$ cat config.mk
export PLATFORM = sky130hd
export DESIGN_NAME = arb_ctrl
export DESIGN_NICKNAME = d
export VERILOG_FILES = /design/src/arb_pkg.sv /design/src/arb_ctrl.sv
export SDC_FILE = /design/constraint.sdc
export NUM_CORES = 1
export LEC_CHECK = 0
export BUFFER_PORTS_ARGS = -buffer_cell sky130_fd_sc_hd__buf_4
export CORE_AREA = 3 3 40 42
export CTS_BUF_LIST = sky130_fd_sc_hd__clkbuf_4
export CTS_CLUSTER_DIAMETER = 120
export DETAILED_ROUTE_END_ITERATION = 7
export DIE_AREA = 0 0 43 45
export HOLD_SLACK_MARGIN = 0.03
export PLACE_DENSITY = 0.74
export SLEW_MARGIN = 20
export SYNTH_ARGS = -nofsm -noshare
export SYNTH_HDL_FRONTEND = slang
export SYNTH_SLANG_ARGS = --single-unit
$ cat constraint.sdc
create_clock -name clk -period 2.3 [get_ports clk]
set_input_delay 0 -clock clk [delete_from_list [all_inputs] [get_ports clk]]
set_output_delay 0 -clock clk [all_outputs]
set_load 0.005 [all_outputs]
$ cat src/arb_pkg.sv
// Package for the arcball rotation block: types, constants and helper functions.
// No dependencies.
package arb_pkg;

  localparam int unsigned DataW = 16;
  localparam int unsigned OpW = 2;
  localparam int unsigned AccW = 40;
  localparam int unsigned RootW = 32;

  // multiply-accumulate phase codes carried in cmd_t.mac_phase
  localparam logic [1:0] MAC_DELTA = 2'd1;
  localparam logic [1:0] MAC_PROD  = 2'd2;
  localparam logic [1:0] MAC_STORE = 2'd3;

  typedef enum logic [1:0] {
    OP_PRESS   = 2'd0,
    OP_RELEASE = 2'd1,
    OP_TICK    = 2'd2,
    OP_NONE    = 2'd3
  } opcode_t;

  typedef enum logic [3:0] {
    ST_IDLE,
    ST_SQRT,
    ST_DIVX,
    ST_DIVY,
    ST_STORE,
    ST_DOT,
    ST_CROSS,
    ST_PROD,
    ST_OUT
  } state_t;

  // commands from controller to datapath
  typedef struct packed {
    logic       load;
    logic       sqrt_start;
    logic       div_start;
    logic       div_sel_y;
    logic       store_start;
    logic       mac_start;
    logic [1:0] mac_phase;
    logic       out_load;
  } cmd_t;

  // status from datapath to controller
  typedef struct packed {
    logic outside;
    logic busy;
  } status_t;

  // Q12.28 accumulator to Q2.14 with round half up and saturation
  function automatic logic signed [DataW-1:0] round_sat(input logic signed [AccW-1:0] v);
    logic signed [AccW-1:0] t;
    logic signed [AccW-15:0] q;
    begin
      t = v + AccW'(8192);
      q = t[AccW-1:14];
      if (q > (AccW-14)'(32767)) round_sat = 16'sh7fff;
      else if (q < -(AccW-14)'(32768)) round_sat = 16'sh8000;
      else round_sat = q[DataW-1:0];
    end
  endfunction

endpackage

$ cat src/arb_ctrl.sv
// Controller of the arcball block: sequences sphere mapping, storage and the
// quaternion product; owns the drag flag and the handshakes. Depends on arb_pkg.
module arb_ctrl (
  input  logic clk,
  input  logic rst,
  input  logic in_valid,
  output logic in_ready,
  input  logic [arb_pkg::OpW-1:0] opcode,
  output logic out_valid,
  input  logic out_ready,
  output arb_pkg::cmd_t cmd,
  input  arb_pkg::status_t status
);
  arb_pkg::state_t state, state_next;
  logic dragging, dragging_next;
  logic is_press, is_press_next;
  logic ovalid, ovalid_next;

  always_ff @(posedge clk) begin
    if (rst) begin
      state <= arb_pkg::ST_IDLE; dragging <= 1'b0; is_press <= 1'b0; ovalid <= 1'b0;
    end else begin
      state <= state_next; dragging <= dragging_next;
      is_press <= is_press_next; ovalid <= ovalid_next;
    end
  end

  assign out_valid = ovalid;

  always_comb begin
    state_next = state;
    dragging_next = dragging;
    is_press_next = is_press;
    ovalid_next = ovalid && !out_ready;
    cmd = '0;
    in_ready = 1'b0;
    case (state)
      arb_pkg::ST_IDLE: begin
        in_ready = 1'b1;
        if (in_valid) begin
          case (opcode)
            arb_pkg::OP_PRESS: begin
              cmd.load = 1'b1; is_press_next = 1'b1; state_next = arb_pkg::ST_SQRT;
            end
            arb_pkg::OP_RELEASE: dragging_next = 1'b0;
            arb_pkg::OP_TICK: begin
              if (dragging) begin
                cmd.load = 1'b1; is_press_next = 1'b0; state_next = arb_pkg::ST_SQRT;
              end
            end
            default: ;
          endcase
        end
      end
      arb_pkg::ST_SQRT: begin
        cmd.sqrt_start = 1'b1; state_next = arb_pkg::ST_DIVX;
      end
      arb_pkg::ST_DIVX: begin
        if (!status.busy) begin
          if (status.outside) begin
            cmd.div_start = 1'b1; state_next = arb_pkg::ST_DIVY;
          end else begin
            cmd.store_start = 1'b1; state_next = arb_pkg::ST_STORE;
          end
        end
      end
      arb_pkg::ST_DIVY: begin
        if (!status.busy) begin
          cmd.div_start = 1'b1; cmd.div_sel_y = 1'b1; state_next = arb_pkg::ST_DOT;
        end
      end
      arb_pkg::ST_DOT: begin
        if (!status.busy) begin
          cmd.store_start = 1'b1; state_next = arb_pkg::ST_STORE;
        end
      end
      arb_pkg::ST_STORE: begin
        if (is_press) begin
          cmd.out_load = 1'b1; cmd.mac_phase = arb_pkg::MAC_STORE;
          dragging_next = 1'b1; state_next = arb_pkg::ST_IDLE;
        end else begin
          cmd.mac_start = 1'b1; cmd.mac_phase = arb_pkg::MAC_DELTA;
          state_next = arb_pkg::ST_CROSS;
        end
      end
      arb_pkg::ST_CROSS: begin
        if (!status.busy) begin
          cmd.mac_start = 1'b1; cmd.mac_phase = arb_pkg::MAC_PROD;
          state_next = arb_pkg::ST_PROD;
        end
      end
      arb_pkg::ST_PROD: begin
        if (!status.busy) state_next = arb_pkg::ST_OUT;
      end
      arb_pkg::ST_OUT: begin
        if (!ovalid) begin
          cmd.out_load = 1'b1; cmd.mac_phase = arb_pkg::MAC_PROD;
          ovalid_next = 1'b1; state_next = arb_pkg::ST_IDLE;
        end
      end
      default: state_next = arb_pkg::ST_IDLE;
    endcase
  end
endmodule

==> impl_metrics.csv <==
group,metric,value,unit
run_status,outcome,"completed",
logic_synthesis,dominant_combinational_cell_family_by_area_after_synthesis,"simple AND/OR/NAND/NOR gates",
logic_synthesis,syn_avg_cell_area,8.173,um^2
cts,cts_buffers,3,
cells_and_area,register_area,140.1,um^2
logic_synthesis,yosys-mux-area-fraction,5.567,%
global_route,first_global_vias,518,
worst_setup_path,worst-r2r-setup-slack,610,ps
logic_synthesis,syn_inst,77,
cts,skew_pair_late_insertion_delay,250,ps
logic_synthesis,synth.top_cells.by_area,"sky130_fd_sc_hd__dfxtp_1 (22%), sky130_fd_sc_hd__nor2_1 (7.8%), sky130_fd_sc_hd__nand2b_1 (7.0%)",
pwr,power.density_cell_area,717.8,nW/um^2
pwr,power_frac_comb,44.9,%
cells_and_area,nNetsFinal,104,
pwr,p_switching,209.8,uW
logic_synthesis,synth.ff_latch_count,7,
detailed_routing,wl_per_cell,12.73,um
cells_and_area,fin_area,795.8,um^2
placed_design,dp.cells,105,
cts,max_root_sink_buffers,2,
cts,numClockSinks,7,
cts,holdBufCountCts,1,
pwr,irDropWorstVdd,0.5754,mV
sta,final-hold-violation-count,0,
detailed_routing,drt.antenna.violating_nets,0,
sta,finalSetupViolations,0,
sta,post-route-min-period,1851,ps
logic_synthesis,yosys.area_share.xor_xnor,0,%
worst_setup_path,crit_path_max_fanout,17,
global_route,grt_start_max_net_pins,19,
cts,cts_resized,0,
floorplan,effective_utilization_at_floorplan,48.98,%
worst_setup_path,worstSetupEndpointType,"output pin",
job,max_cap_viol_count,0,
logic_synthesis,ys.flop_type,"sky130_fd_sc_hd__dfxtp_1",
placed_design,post-dp-hpwl,1.056,mm
cells_and_area,multiInputGateArea,446.7,um^2
global_route,grt.overflow.total,0,
worst_hold_path,hp-class,"primary input to flip-flop",
logic_synthesis,synth_async_sr_flop_share,0,%
floorplan,die-height,45,um
cells_and_area,finalCoreUtilization,61.93,%
cts,cts.root.buffer_cell,"sky130_fd_sc_hd__clkbuf_4",
cells_and_area,nFillCells,127,
detailed_routing,drtPass1Iterations,4,
sta,slew-limit-headroom,54.91,%
logic_synthesis,post_synth_and_or_nand_nor_area_fraction,40.56,%
logic_synthesis,synth_top_area_share,22.27,%
sta,fin_max_slew_vios,0,
sta,finalClockSkew,2.151,ps
floorplan,core-area,1285,um^2
pwr,power.share.switching,36.74,%
detailed_routing,via_per_instance_ratio,5.491,
floorplan,dieWidth,43,um
worst_setup_path,critPathArrivalTime,1850,ps
sta,whs,48.99,ps
cts,cts.htree.levels,1,
placed_design,portBuffers,18,
sta,timing_worst_slew_pin_value,675.4,ps
cells_and_area,final_layout_size_suffix_gt1_share,33.68,%
detailed_routing,initialDrtViolationCount,11,
worst_setup_path,critical_path_required,2300,ps
placed_design,globalplace.congestion,0.7337,
logic_synthesis,fraction_of_the_yosys_area_taken_by_sequential_cells,22.27,%
logic_synthesis,synth_adder_area_share,0,%
cells_and_area,n_antenna_cell,0,
placed_design,detailed_place.area,755.7,um^2
detailed_routing,routed_wirelength,1.400,mm
global_route,track_usage,16.36,%
sta,unrepaired_setup_endpoints_after_global_routing,"false",
logic_synthesis,synth-edff-count,0,
logic_synthesis,syn-num-nets,85,
cells_and_area,finish.cell_count_without_fillers,110,
floorplan,die-area,1935,um^2
global_route,global_route_wire_length_before_repair,2.318,mm
pwr,power_frac_seq,33.3,%
pwr,internal_power,361.3,uW
worst_setup_path,timing.setup.critical_path_class,"flip-flop to output pin",
logic_synthesis,synth_cell_types,35,
logic_synthesis,synth.cell_area,629.4,um^2
logic_synthesis,syn_warnings,0,
cts,cts.reportedPaths.clkPinSlew,50,ps
sta,final_min_period_over_clock_period,80.47,%
cells_and_area,syn2layout_area_growth,26.44,%
floorplan,core.rowCount,13,
pwr,share_of_power_burned_in_the_clock_network,21.8,%
global_route,antenna_found_initial,0,
pwr,power.leakage,0.0003210,uW
logic_synthesis,area_fraction_in_compound_gates_after_synthesis,24.85,%
cts,count_of_buffers_added_by_post_cts_timing_repair_for_setup,0,
cts,cts_tree,"done",
sta,setup_total_negative_slack,0,ps
floorplan,ios,19,
detailed_routing,detailroute.via_count,604,
detailed_routing,post-route-drc-count,0,
sta,fmaxAchievable,0.5403,GHz
worst_setup_path,cp-start-kind,"flip-flop",
logic_synthesis,yosysTopAreaCell,"sky130_fd_sc_hd__dfxtp_1",
logic make-up after synthesis:
family | after synthesis
compound gates | 17
buf+inv | 8
mux | 3
flops | 7
simple gates | 42
registers in the layout (all words and copies together), names as in the netlist:
register / cells
out_valid: 1
dragging: 1
is_press: 1
state: 4
through the flow:
step / setup slack (ps) / total power [uW]
floorplan: 861.9 / 376.3
global placement: 673.9 / 445.0
detailed placement: 625.8 / 449.4
CTS: 442.9 / 579.2
global route: 255.7 / 614.5
finish: 449.3 / 571.2
layout make-up:
cell class / count / area share (%)
Inverter: 2 / 0.9434
Sequential cell: 7 / 17.61
Clock buffer: 4 / 3.774
Tap cell: 15 / 2.358
Timing Repair Buffer: 20 / 19.18
Multi-Input combinational cell: 62 / 56.13
cells in the final DEF (no fill, tap or decap), types with 2 or more instances in the layout:
cell / synthesis / final
sky130_fd_sc_hd__buf_4: 0 / 19
sky130_fd_sc_hd__o22a_1: 2 / 2
sky130_fd_sc_hd__nor2b_1: 5 / 5
sky130_fd_sc_hd__nand3_1: 2 / 2
sky130_fd_sc_hd__dfxtp_1: 7 / 7
sky130_fd_sc_hd__nor2_1: 13 / 13
sky130_fd_sc_hd__clkbuf_4: 0 / 4
sky130_fd_sc_hd__a22oi_1: 2 / 2
sky130_fd_sc_hd__mux2i_1: 2 / 2
sky130_fd_sc_hd__nor3_1: 4 / 4
sky130_fd_sc_hd__nand2_1: 3 / 3
sky130_fd_sc_hd__a21oi_1: 3 / 3
sky130_fd_sc_hd__nand2b_1: 7 / 7
power by group through the flow:
stage	clock network (uW)	logic (uW)	registers, uW
finish	124	256	190
global route	137	281	196
global placement	0	254	191
floorplan	0	228	149
CTS	131	259	189
detailed placement	0	257	192
worst max-delay path: stages (launching register included):
cell and delay (ps):
sky130_fd_sc_hd__dfxtp_1 720, sky130_fd_sc_hd__nand2b_1 250, sky130_fd_sc_hd__a2111oi_0 440, sky130_fd_sc_hd__buf_4 180
Yosys cell counts (all sizes together), types with 2 or more instances:
cell / number
nand2: 3
o22a: 2
dfxtp: 7
inv: 2
nand3: 2
mux2i: 2
a2111oi: 2
nor4: 2
nor2b: 6
nor3: 5
a22oi: 2
a21oi: 4
nand2b: 7
buf: 5
nor2: 13
path summary, 6_finish.rpt:
check | from | end | cells past startpoint
worst max register to register | state[1] | state[0] | 4
worst min register to register | dragging | dragging | 2
worst min-delay path | out_ready | out_valid | 4
worst max-delay path | state[2] | cmd[3] | 3
layer usage:
layer / track usage [%] / vias up / routed length (um)
met2: 27.54 / 10 / 704
li1: - / 313 / -
met1: 18.69 / 277 / 611
met5: 0 / - / 0
met3: 7.171 / 4 / 63
met4: 5.422 / 0 / 20
Note: power is estimated with default switching activity, not from simulation.
