**config.mk**
```make
export PLATFORM = sky130hd
export DESIGN_NAME = arb_datapath
export DESIGN_NICKNAME = d
export VERILOG_FILES = /design/src/arb_pkg.sv /design/src/arb_datapath.sv
export SDC_FILE = /design/constraint.sdc
export NUM_CORES = 2
export LEC_CHECK = 0
export BUFFER_PORTS_ARGS = -buffer_cell sky130_fd_sc_hd__buf_2
export CAP_MARGIN = 20
export CELL_PAD_IN_SITES_DETAIL_PLACEMENT = 0
export CELL_PAD_IN_SITES_GLOBAL_PLACEMENT = 1
export CORE_MARGIN = 2
export CORE_UTILIZATION = 35
export CTS_CLUSTER_SIZE = 28
export DETAILED_ROUTE_END_ITERATION = 10
export PLACE_DENSITY = 0.58
export SYNTH_ARGS = -nofsm -noshare
export SYNTH_HDL_FRONTEND = slang
export SYNTH_SLANG_ARGS = --single-unit
```
**constraint.sdc**
```tcl
create_clock -name clk -period 13.5 [get_ports clk]
set_input_delay 0.675 -clock clk [delete_from_list [all_inputs] [get_ports clk]]
set_output_delay 0.675 -clock clk [all_outputs]
set_load 0.01 [all_outputs]
```
**src/arb_pkg.sv**
```systemverilog
// Package for the arcball rotation block: types, constants and helper functions.
// No dependencies.
package arb_pkg;

  localparam int unsigned DataW = 16;
  localparam int unsigned OpW = 2;
  localparam int unsigned AccW = 40;
  localparam int unsigned RootW = 32;

  // multiply-accumulate phase codes carried in cmd_t.mac_phase
  localparam logic [1:0] MAC_DELTA = 2'd1;
  localparam logic [1:0] MAC_PROD  = 2'd2;
  localparam logic [1:0] MAC_STORE = 2'd3;

  typedef enum logic [1:0] {
    OP_PRESS   = 2'd0,
    OP_RELEASE = 2'd1,
    OP_TICK    = 2'd2,
    OP_NONE    = 2'd3
  } opcode_t;

  typedef enum logic [3:0] {
    ST_IDLE,
    ST_SQRT,
    ST_DIVX,
    ST_DIVY,
    ST_STORE,
    ST_DOT,
    ST_CROSS,
    ST_PROD,
    ST_OUT
  } state_t;

  // commands from controller to datapath
  typedef struct packed {
    logic       load;
    logic       sqrt_start;
    logic       div_start;
    logic       div_sel_y;
    logic       store_start;
    logic       mac_start;
    logic [1:0] mac_phase;
    logic       out_load;
  } cmd_t;

  // status from datapath to controller
  typedef struct packed {
    logic outside;
    logic busy;
  } status_t;

  // Q12.28 accumulator to Q2.14 with round half up and saturation
  function automatic logic signed [DataW-1:0] round_sat(input logic signed [AccW-1:0] v);
    logic signed [AccW-1:0] t;
    logic signed [AccW-15:0] q;
    begin
      t = v + AccW'(8192);
      q = t[AccW-1:14];
      if (q > (AccW-14)'(32767)) round_sat = 16'sh7fff;
      else if (q < -(AccW-14)'(32768)) round_sat = 16'sh8000;
      else round_sat = q[DataW-1:0];
    end
  endfunction

endpackage

```
**src/arb_datapath.sv**
```systemverilog
// Datapath of the arcball block: sphere mapping (iterative root and divider),
// start state registers, and a shared multiply-accumulate. Depends on arb_pkg.
module arb_datapath (
  input  logic clk,
  input  logic rst,
  input  arb_pkg::cmd_t cmd,
  output arb_pkg::status_t status,
  input  logic signed [arb_pkg::DataW-1:0] cursor_x,
  input  logic signed [arb_pkg::DataW-1:0] cursor_y,
  input  logic signed [arb_pkg::DataW-1:0] orient_w,
  input  logic signed [arb_pkg::DataW-1:0] orient_x,
  input  logic signed [arb_pkg::DataW-1:0] orient_y,
  input  logic signed [arb_pkg::DataW-1:0] orient_z,
  output logic signed [arb_pkg::DataW-1:0] rot_w,
  output logic signed [arb_pkg::DataW-1:0] rot_x,
  output logic signed [arb_pkg::DataW-1:0] rot_y,
  output logic signed [arb_pkg::DataW-1:0] rot_z
);
  localparam int unsigned W = arb_pkg::DataW;
  localparam int unsigned A = arb_pkg::AccW;

  // captured item
  logic signed [W-1:0] px, py, ow, ox, oy, oz;
  logic outside;
  // current sphere vector and start state
  logic signed [W-1:0] cv [3];
  logic signed [W-1:0] sv [3];
  logic signed [W-1:0] so [4];
  logic signed [W-1:0] dq [4];

  // iterative root: 64-bit radicand, two bits per cycle
  logic [63:0] rad;
  logic [31:0] root;
  logic [33:0] rrem;
  logic [5:0]  rcnt;
  logic        rbusy;
  logic [33:0] trial;
  // iterative divider: 46/32, one bit per cycle
  logic [45:0] dnum;
  logic [32:0] drem;
  logic [45:0] dquo;
  logic [5:0]  dcnt;
  logic        dbusy;
  logic [32:0] dsh;
  logic [17:0] nq;
  // multiply-accumulate sequencer
  logic [3:0]  mcnt;
  logic        mbusy;
  logic [1:0]  mphase;
  logic signed [A-1:0] acc;
  logic signed [W-1:0] ma, mb;
  logic        msub;
  logic signed [2*W-1:0] mprod;
  logic signed [W-1:0] res [4];

  logic [31:0] sq_in;
  logic signed [W-1:0] sel_mag;

  assign trial = {rrem[31:0], rad[63:62]} - {root, 2'b01};
  assign dsh = {drem[31:0], dnum[45]};
  assign sel_mag = cmd.div_sel_y ? py : px;
  assign nq = dquo[18:1] + 18'(dquo[0]);
  assign status.outside = outside;
  assign status.busy = rbusy | dbusy | mbusy;
  assign sq_in = 32'(px * px) + 32'(py * py);

  always_ff @(posedge clk) begin
    if (cmd.load) begin
      px <= cursor_x; py <= cursor_y;
      ow <= orient_w; ox <= orient_x; oy <= orient_y; oz <= orient_z;
    end
  end

  // outside flag and radicand are derived in the cycle after load (sqrt_start)
  always_ff @(posedge clk) begin
    if (rst) begin
      rbusy <= 1'b0;
    end else if (cmd.sqrt_start) begin
      outside <= sq_in >= 32'h1000_0000;
      rad <= (sq_in >= 32'h1000_0000) ? {sq_in, 32'd0} >> 4 : 64'(32'h1000_0000 - sq_in);
      root <= '0; rrem <= '0; rcnt <= 6'd32; rbusy <= 1'b1;
    end else if (rbusy) begin
      if (!trial[33]) begin
        rrem <= trial; root <= {root[30:0], 1'b1};
      end else begin
        rrem <= {rrem[31:0], rad[63:62]}; root <= {root[30:0], 1'b0};
      end
      rad <= {rad[61:0], 2'b00};
      rcnt <= rcnt - 6'd1;
      if (rcnt == 6'd1) rbusy <= 1'b0;
    end
  end

  // divider: (|v| << 29) / len, then round half away from zero
  always_ff @(posedge clk) begin
    if (rst) begin
      dbusy <= 1'b0;
    end else if (cmd.div_start) begin
      dnum <= {(sel_mag < 0 ? -17'(sel_mag) : 17'(sel_mag)), 29'd0};
      drem <= '0; dquo <= '0; dcnt <= 6'd46; dbusy <= 1'b1;
    end else if (dbusy) begin
      if (dsh >= {1'b0, root}) begin
        drem <= dsh - {1'b0, root}; dquo <= {dquo[44:0], 1'b1};
      end else begin
        drem <= dsh; dquo <= {dquo[44:0], 1'b0};
      end
      dnum <= {dnum[44:0], 1'b0};
      dcnt <= dcnt - 6'd1;
      if (dcnt == 6'd1) dbusy <= 1'b0;
    end
  end

  // sphere vector: inside keeps x, y and takes root as z; outside uses quotients
  always_ff @(posedge clk) begin
    if (cmd.sqrt_start) begin
      cv[0] <= px; cv[1] <= py; cv[2] <= '0;
    end else if (cmd.div_start && cmd.div_sel_y) begin
      cv[0] <= px < 0 ? -W'(nq) : W'(nq);
    end
    if (cmd.store_start && outside) cv[1] <= py < 0 ? -W'(nq) : W'(nq);
    if (cmd.store_start && !outside) cv[2] <= W'(root);
  end

  always_ff @(posedge clk) begin
    if (rst) begin
      sv[0] <= '0; sv[1] <= '0; sv[2] <= '0;
      so[0] <= '0; so[1] <= '0; so[2] <= '0; so[3] <= '0;
    end else if (cmd.out_load && cmd.mac_phase == arb_pkg::MAC_STORE) begin
      sv[0] <= cv[0]; sv[1] <= cv[1]; sv[2] <= cv[2];
      so[0] <= ow; so[1] <= ox; so[2] <= oy; so[3] <= oz;
    end
  end

  // MAC operand table: delta phase (4 outputs x 3 terms), product phase (4 x 4)
  always_comb begin
    ma = '0; mb = '0; msub = 1'b0;
    if (mphase == arb_pkg::MAC_DELTA) begin
      case (mcnt)
        4'd0:  begin ma = cv[0]; mb = sv[0]; end
        4'd1:  begin ma = cv[1]; mb = sv[1]; end
        4'd2:  begin ma = cv[2]; mb = sv[2]; end
        4'd3:  begin ma = cv[1]; mb = sv[2]; end
        4'd4:  begin ma = cv[2]; mb = sv[1]; msub = 1'b1; end
        4'd5:  begin ma = '0; mb = '0; end
        4'd6:  begin ma = cv[2]; mb = sv[0]; end
        4'd7:  begin ma = cv[0]; mb = sv[2]; msub = 1'b1; end
        4'd8:  begin ma = '0; mb = '0; end
        4'd9:  begin ma = cv[0]; mb = sv[1]; end
        4'd10: begin ma = cv[1]; mb = sv[0]; msub = 1'b1; end
        default: begin ma = '0; mb = '0; end
      endcase
    end else begin
      case (mcnt)
        4'd0:  begin ma = dq[0]; mb = so[0]; end
        4'd1:  begin ma = dq[1]; mb = so[1]; msub = 1'b1; end
        4'd2:  begin ma = dq[2]; mb = so[2]; msub = 1'b1; end
        4'd3:  begin ma = dq[3]; mb = so[3]; msub = 1'b1; end
        4'd4:  begin ma = dq[0]; mb = so[1]; end
        4'd5:  begin ma = dq[1]; mb = so[0]; end
        4'd6:  begin ma = dq[2]; mb = so[3]; end
        4'd7:  begin ma = dq[3]; mb = so[2]; msub = 1'b1; end
        4'd8:  begin ma = dq[0]; mb = so[2]; end
        4'd9:  begin ma = dq[1]; mb = so[3]; msub = 1'b1; end
        4'd10: begin ma = dq[2]; mb = so[0]; end
        4'd11: begin ma = dq[3]; mb = so[1]; end
        4'd12: begin ma = dq[0]; mb = so[3]; end
        4'd13: begin ma = dq[1]; mb = so[2]; end
        4'd14: begin ma = dq[2]; mb = so[1]; msub = 1'b1; end
        default: begin ma = dq[3]; mb = so[0]; end
      endcase
    end
  end

  assign mprod = ma * mb;

  // MAC sequencer: one product per cycle, group of 3 or 4 terms per result
  always_ff @(posedge clk) begin
    if (rst) begin
      mbusy <= 1'b0; mphase <= arb_pkg::MAC_DELTA; mcnt <= '0; acc <= '0;
    end else if (cmd.mac_start) begin
      mbusy <= 1'b1; mphase <= cmd.mac_phase; mcnt <= '0; acc <= '0;
    end else if (mbusy) begin
      logic signed [A-1:0] nacc;
      logic last;
      logic [1:0] idx;
      nacc = msub ? acc - A'(mprod) : acc + A'(mprod);
      last = (mphase == arb_pkg::MAC_DELTA) ? (mcnt == 4'd2 || mcnt == 4'd5 ||
                                               mcnt == 4'd8 || mcnt == 4'd11)
                                            : (mcnt[1:0] == 2'd3);
      idx = (mphase == arb_pkg::MAC_DELTA) ? ((mcnt == 4'd2) ? 2'd0 : (mcnt == 4'd5) ? 2'd1 :
                                              (mcnt == 4'd8) ? 2'd2 : 2'd3) : mcnt[3:2];
      if (last) begin
        acc <= '0;
        if (mphase == arb_pkg::MAC_DELTA) dq[idx] <= arb_pkg::round_sat(nacc);
        else res[idx] <= arb_pkg::round_sat(nacc);
        if ((mphase == arb_pkg::MAC_DELTA && mcnt == 4'd11) ||
            (mphase != arb_pkg::MAC_DELTA && mcnt == 4'd15))
          mbusy <= 1'b0;
      end else begin
        acc <= nacc;
      end
      mcnt <= mcnt + 4'd1;
    end
  end

  always_ff @(posedge clk) begin
    if (cmd.out_load && cmd.mac_phase == arb_pkg::MAC_PROD) begin
      rot_w <= res[0]; rot_x <= res[1]; rot_y <= res[2]; rot_z <= res[3];
    end
  end
endmodule

```
==> impl_metrics.yaml <==
status:
  status: "completed"
synth:
  synthSimpleGateAreaFrac_pct: 13.0
  yosysMostFrequentCell: "inv_1"
  synth_cell_types: 125
  yosysTopAreaCell: "edfxtp_1"
  async_reset_ff_share_pct: 0
  muxShareOfSynthArea_pct: 1.46
  synth_area_mm2: 0.0635
  synth_fp_nets: 7316
  yosys_register_bits: 704
  synth_area_per_cell_um2: 10.5
  synth_top_area_share_pct: 31.0
  netlist_top_cells_count: "inv_1, fa_1, edfxtp_1"
  synthCells: 6073
  ys_warn_count: 0
  synth_compound_area_share_pct: 9.58
  synth_edf_count: 655
  ys.flop_type: "edfxtp_1"
  synth_top_family_by_area: "adder cells"
  synth_area_leaders: "edfxtp_1, fa_1, ha_1"
  synth_xor_area_share_pct: 4.17
  synth-adder-area-share_pct: 31.7
  ys_seq_area_share_pct: 32.5
clock_network:
  cts_buffer_depth: 3
  clk_latency_ns: 0.75
  cts_max_level: 3
  hold_buffers: 0
  numCtsBuffers: 87
  cts.sinks: 704
  clkTransAtPathRegs_ns: 0.06
  cts_tree: "done"
  cts_root_buffer: "clkbuf_16"
worst_setup_path:
  crit_type: "reg2reg"
  worstSetupEndpointType: "flip-flop"
  cpPeakStageDelay_ns: 0.52
  worstPathRequired_ns: 13.90
  crit_path_frequent_cell: "fa_1"
  r2r_setup_slack_ns: 0.79
  cp_max_fo: 15
  ff2ff_path_depth: 45
  slowest_stage: "fa_1"
  critPathLaunchType: "flip-flop"
  cp.arrival_ns: 13.11
timing:
  setup_viol: 0
  fmax_mhz: 78.7
  clock_skew_ns: 0.0767
  setup_ws_ns: 0.789
  rsz0062_at_grt: "false"
  layout_min_cycle_time_ns: 12.71
  hold_violations: 0
  fin_setup_tns_ns: 0
  drv_slew: 0
  period_share_pct: 94.2
  tightest_slew_ns: 1.13
  slew_headroom_pct: 24.6
hold_path:
  whs_path_depth: 1
  hp-class: "in2reg"
floorplan:
  die_area_mm2: 0.185
  io_pins: 173
  rows: 156
  die_h_um: 430
  initial_core_util_pct: 35.2
  die_w_um: 430
  core_mm2: 0.181
cells_and_area:
  fill_cells: 17700
  layout-drive-gt1-share_pct: 10.4
  multi_input_area_mm2: 0.0382
  area_delta_synth_final_pct: 11.8
  nNetsFinal: 7550
  seq_area_mm2: 0.0206
global_route:
  antenna_found_initial: 4
  grt_util_all_layers_pct: 19.9
  grt_overflow_total: 0
  grt_max_degree: 113
  grt_pass1_wl_um: 280000
  grt_pass1_vias: 45800
detailed_routing:
  dr.first_iter.drc_count: 2642
  avgViaCountPerCell: 4.96
  drc_errors: 0
  ant_nets: 0
  vias: 43400
  drt_pass1_iterations: 7
  wirelength_um: 182000
  wl_per_cell_um: 20.8
job:
  maxCapViolations: 0
placed_design:
  gp_congestion: 0.902
  dp_slack_ns: 0.263
  hpwl_um: 142000
  port_buffers: 172
## sequential cells by signal (all words and copies together), names as in the netlist, 32 cells and up
| register | count |
|---|---|
| dq | 64 |
| rad | 64 |
| res | 64 |
| so | 64 |
| cv | 48 |
| sv | 48 |
| acc | 40 |
| drem | 32 |
| root | 32 |
| rrem | 32 |
## routing by layer
layer,GRT usage [%],routed length (um),vias up
li1,-,-,20500
met1,25.8,78800,21900
met3,2.04,5770,209
met2,35.0,92000,721
met5,0,0,-
met4,5.81,5320,0
## worst max-delay path: cells and delay by family (launching register included)
family	cells	cell delay [ns]
AO/OA/AOI/OAI	9	2.26
multiplexers	2	0.58
adder cells (fa/ha/maj)	9	4.05
buffers and inverters	7	1.36
AND/OR/NAND/NOR	16	3.26
XOR/XNOR	2	0.45
flip-flops	1	0.41
## cell families after synthesis
| logic type | count (synthesis) |
|---|---|
| compound gates | 883 |
| mux | 89 |
| simple gates | 1695 |
| buf+inv | 1268 |
| xor+xnor | 298 |
| flops | 704 |
| fa+ha+maj | 1136 |
## through the flow
step	cell area [um2]	util (%)	hold WS, ns	cells
final	71000	39.3	0.107	8752
after global routing	71000	39.3	0.0658	8752
after CTS	70900	39.2	0.0383	8743
after detailed placement	67900	37.6	0.405	8580
after global placement	67900	37.6	0.402	8578
after floorplan	63500	-	0.400	6073
## path summary, 6_finish.rpt
check                            startpoint          to
worst max-delay path                mcnt[0]  res[3][10]
worst min-delay path            orient_y[9]       oy[9]
worst max register to register      mcnt[0]  res[3][10]
worst min register to register    res[3][0]    rot_z[0]
## cell type report
cell class | instances | area share (%)
diodes | 1 | 0.00352
flip-flops and latches | 704 | 29.1
repair buffers | 364 | 3.32
well taps | 2370 | 4.18
multi-input cells | 4101 | 53.8
clock inverters | 61 | 0.918
inverters | 1049 | 5.55
clock buffers | 102 | 3.17
## cells in the final DEF (no fill, tap or decap), types with 26 or more instances in the layout
cell type	n
o21ai_0	142
mux2_2	26
a22oi_1	41
edfxtp_1	655
buf_2	170
a21oi_1	225
a222oi_1	33
nor3_1	61
o21a_1	39
nand2_1	456
fa_1	788
o21ai_1	31
and2_1	229
a21o_1	59
and3_1	32
buf_4	188
dfxtp_1	49
mux2i_1	62
nor2b_1	57
nor2_1	529
a31oi_1	31
ha_1	347
clkbuf_16	87
nand2b_1	64
xnor2_1	200
inv_1	1047
nand3_1	85
o22ai_1	31
xor2_1	92
or3_1	31
## what timing repair did
action	CTS	global route
setup endpoints to repair	0	120
setup buffers	0	5
gates resized for setup	0	19
Power is not shown: default switching activity piles up to over one toggle a cycle in this logic, so the estimate is an artifact.
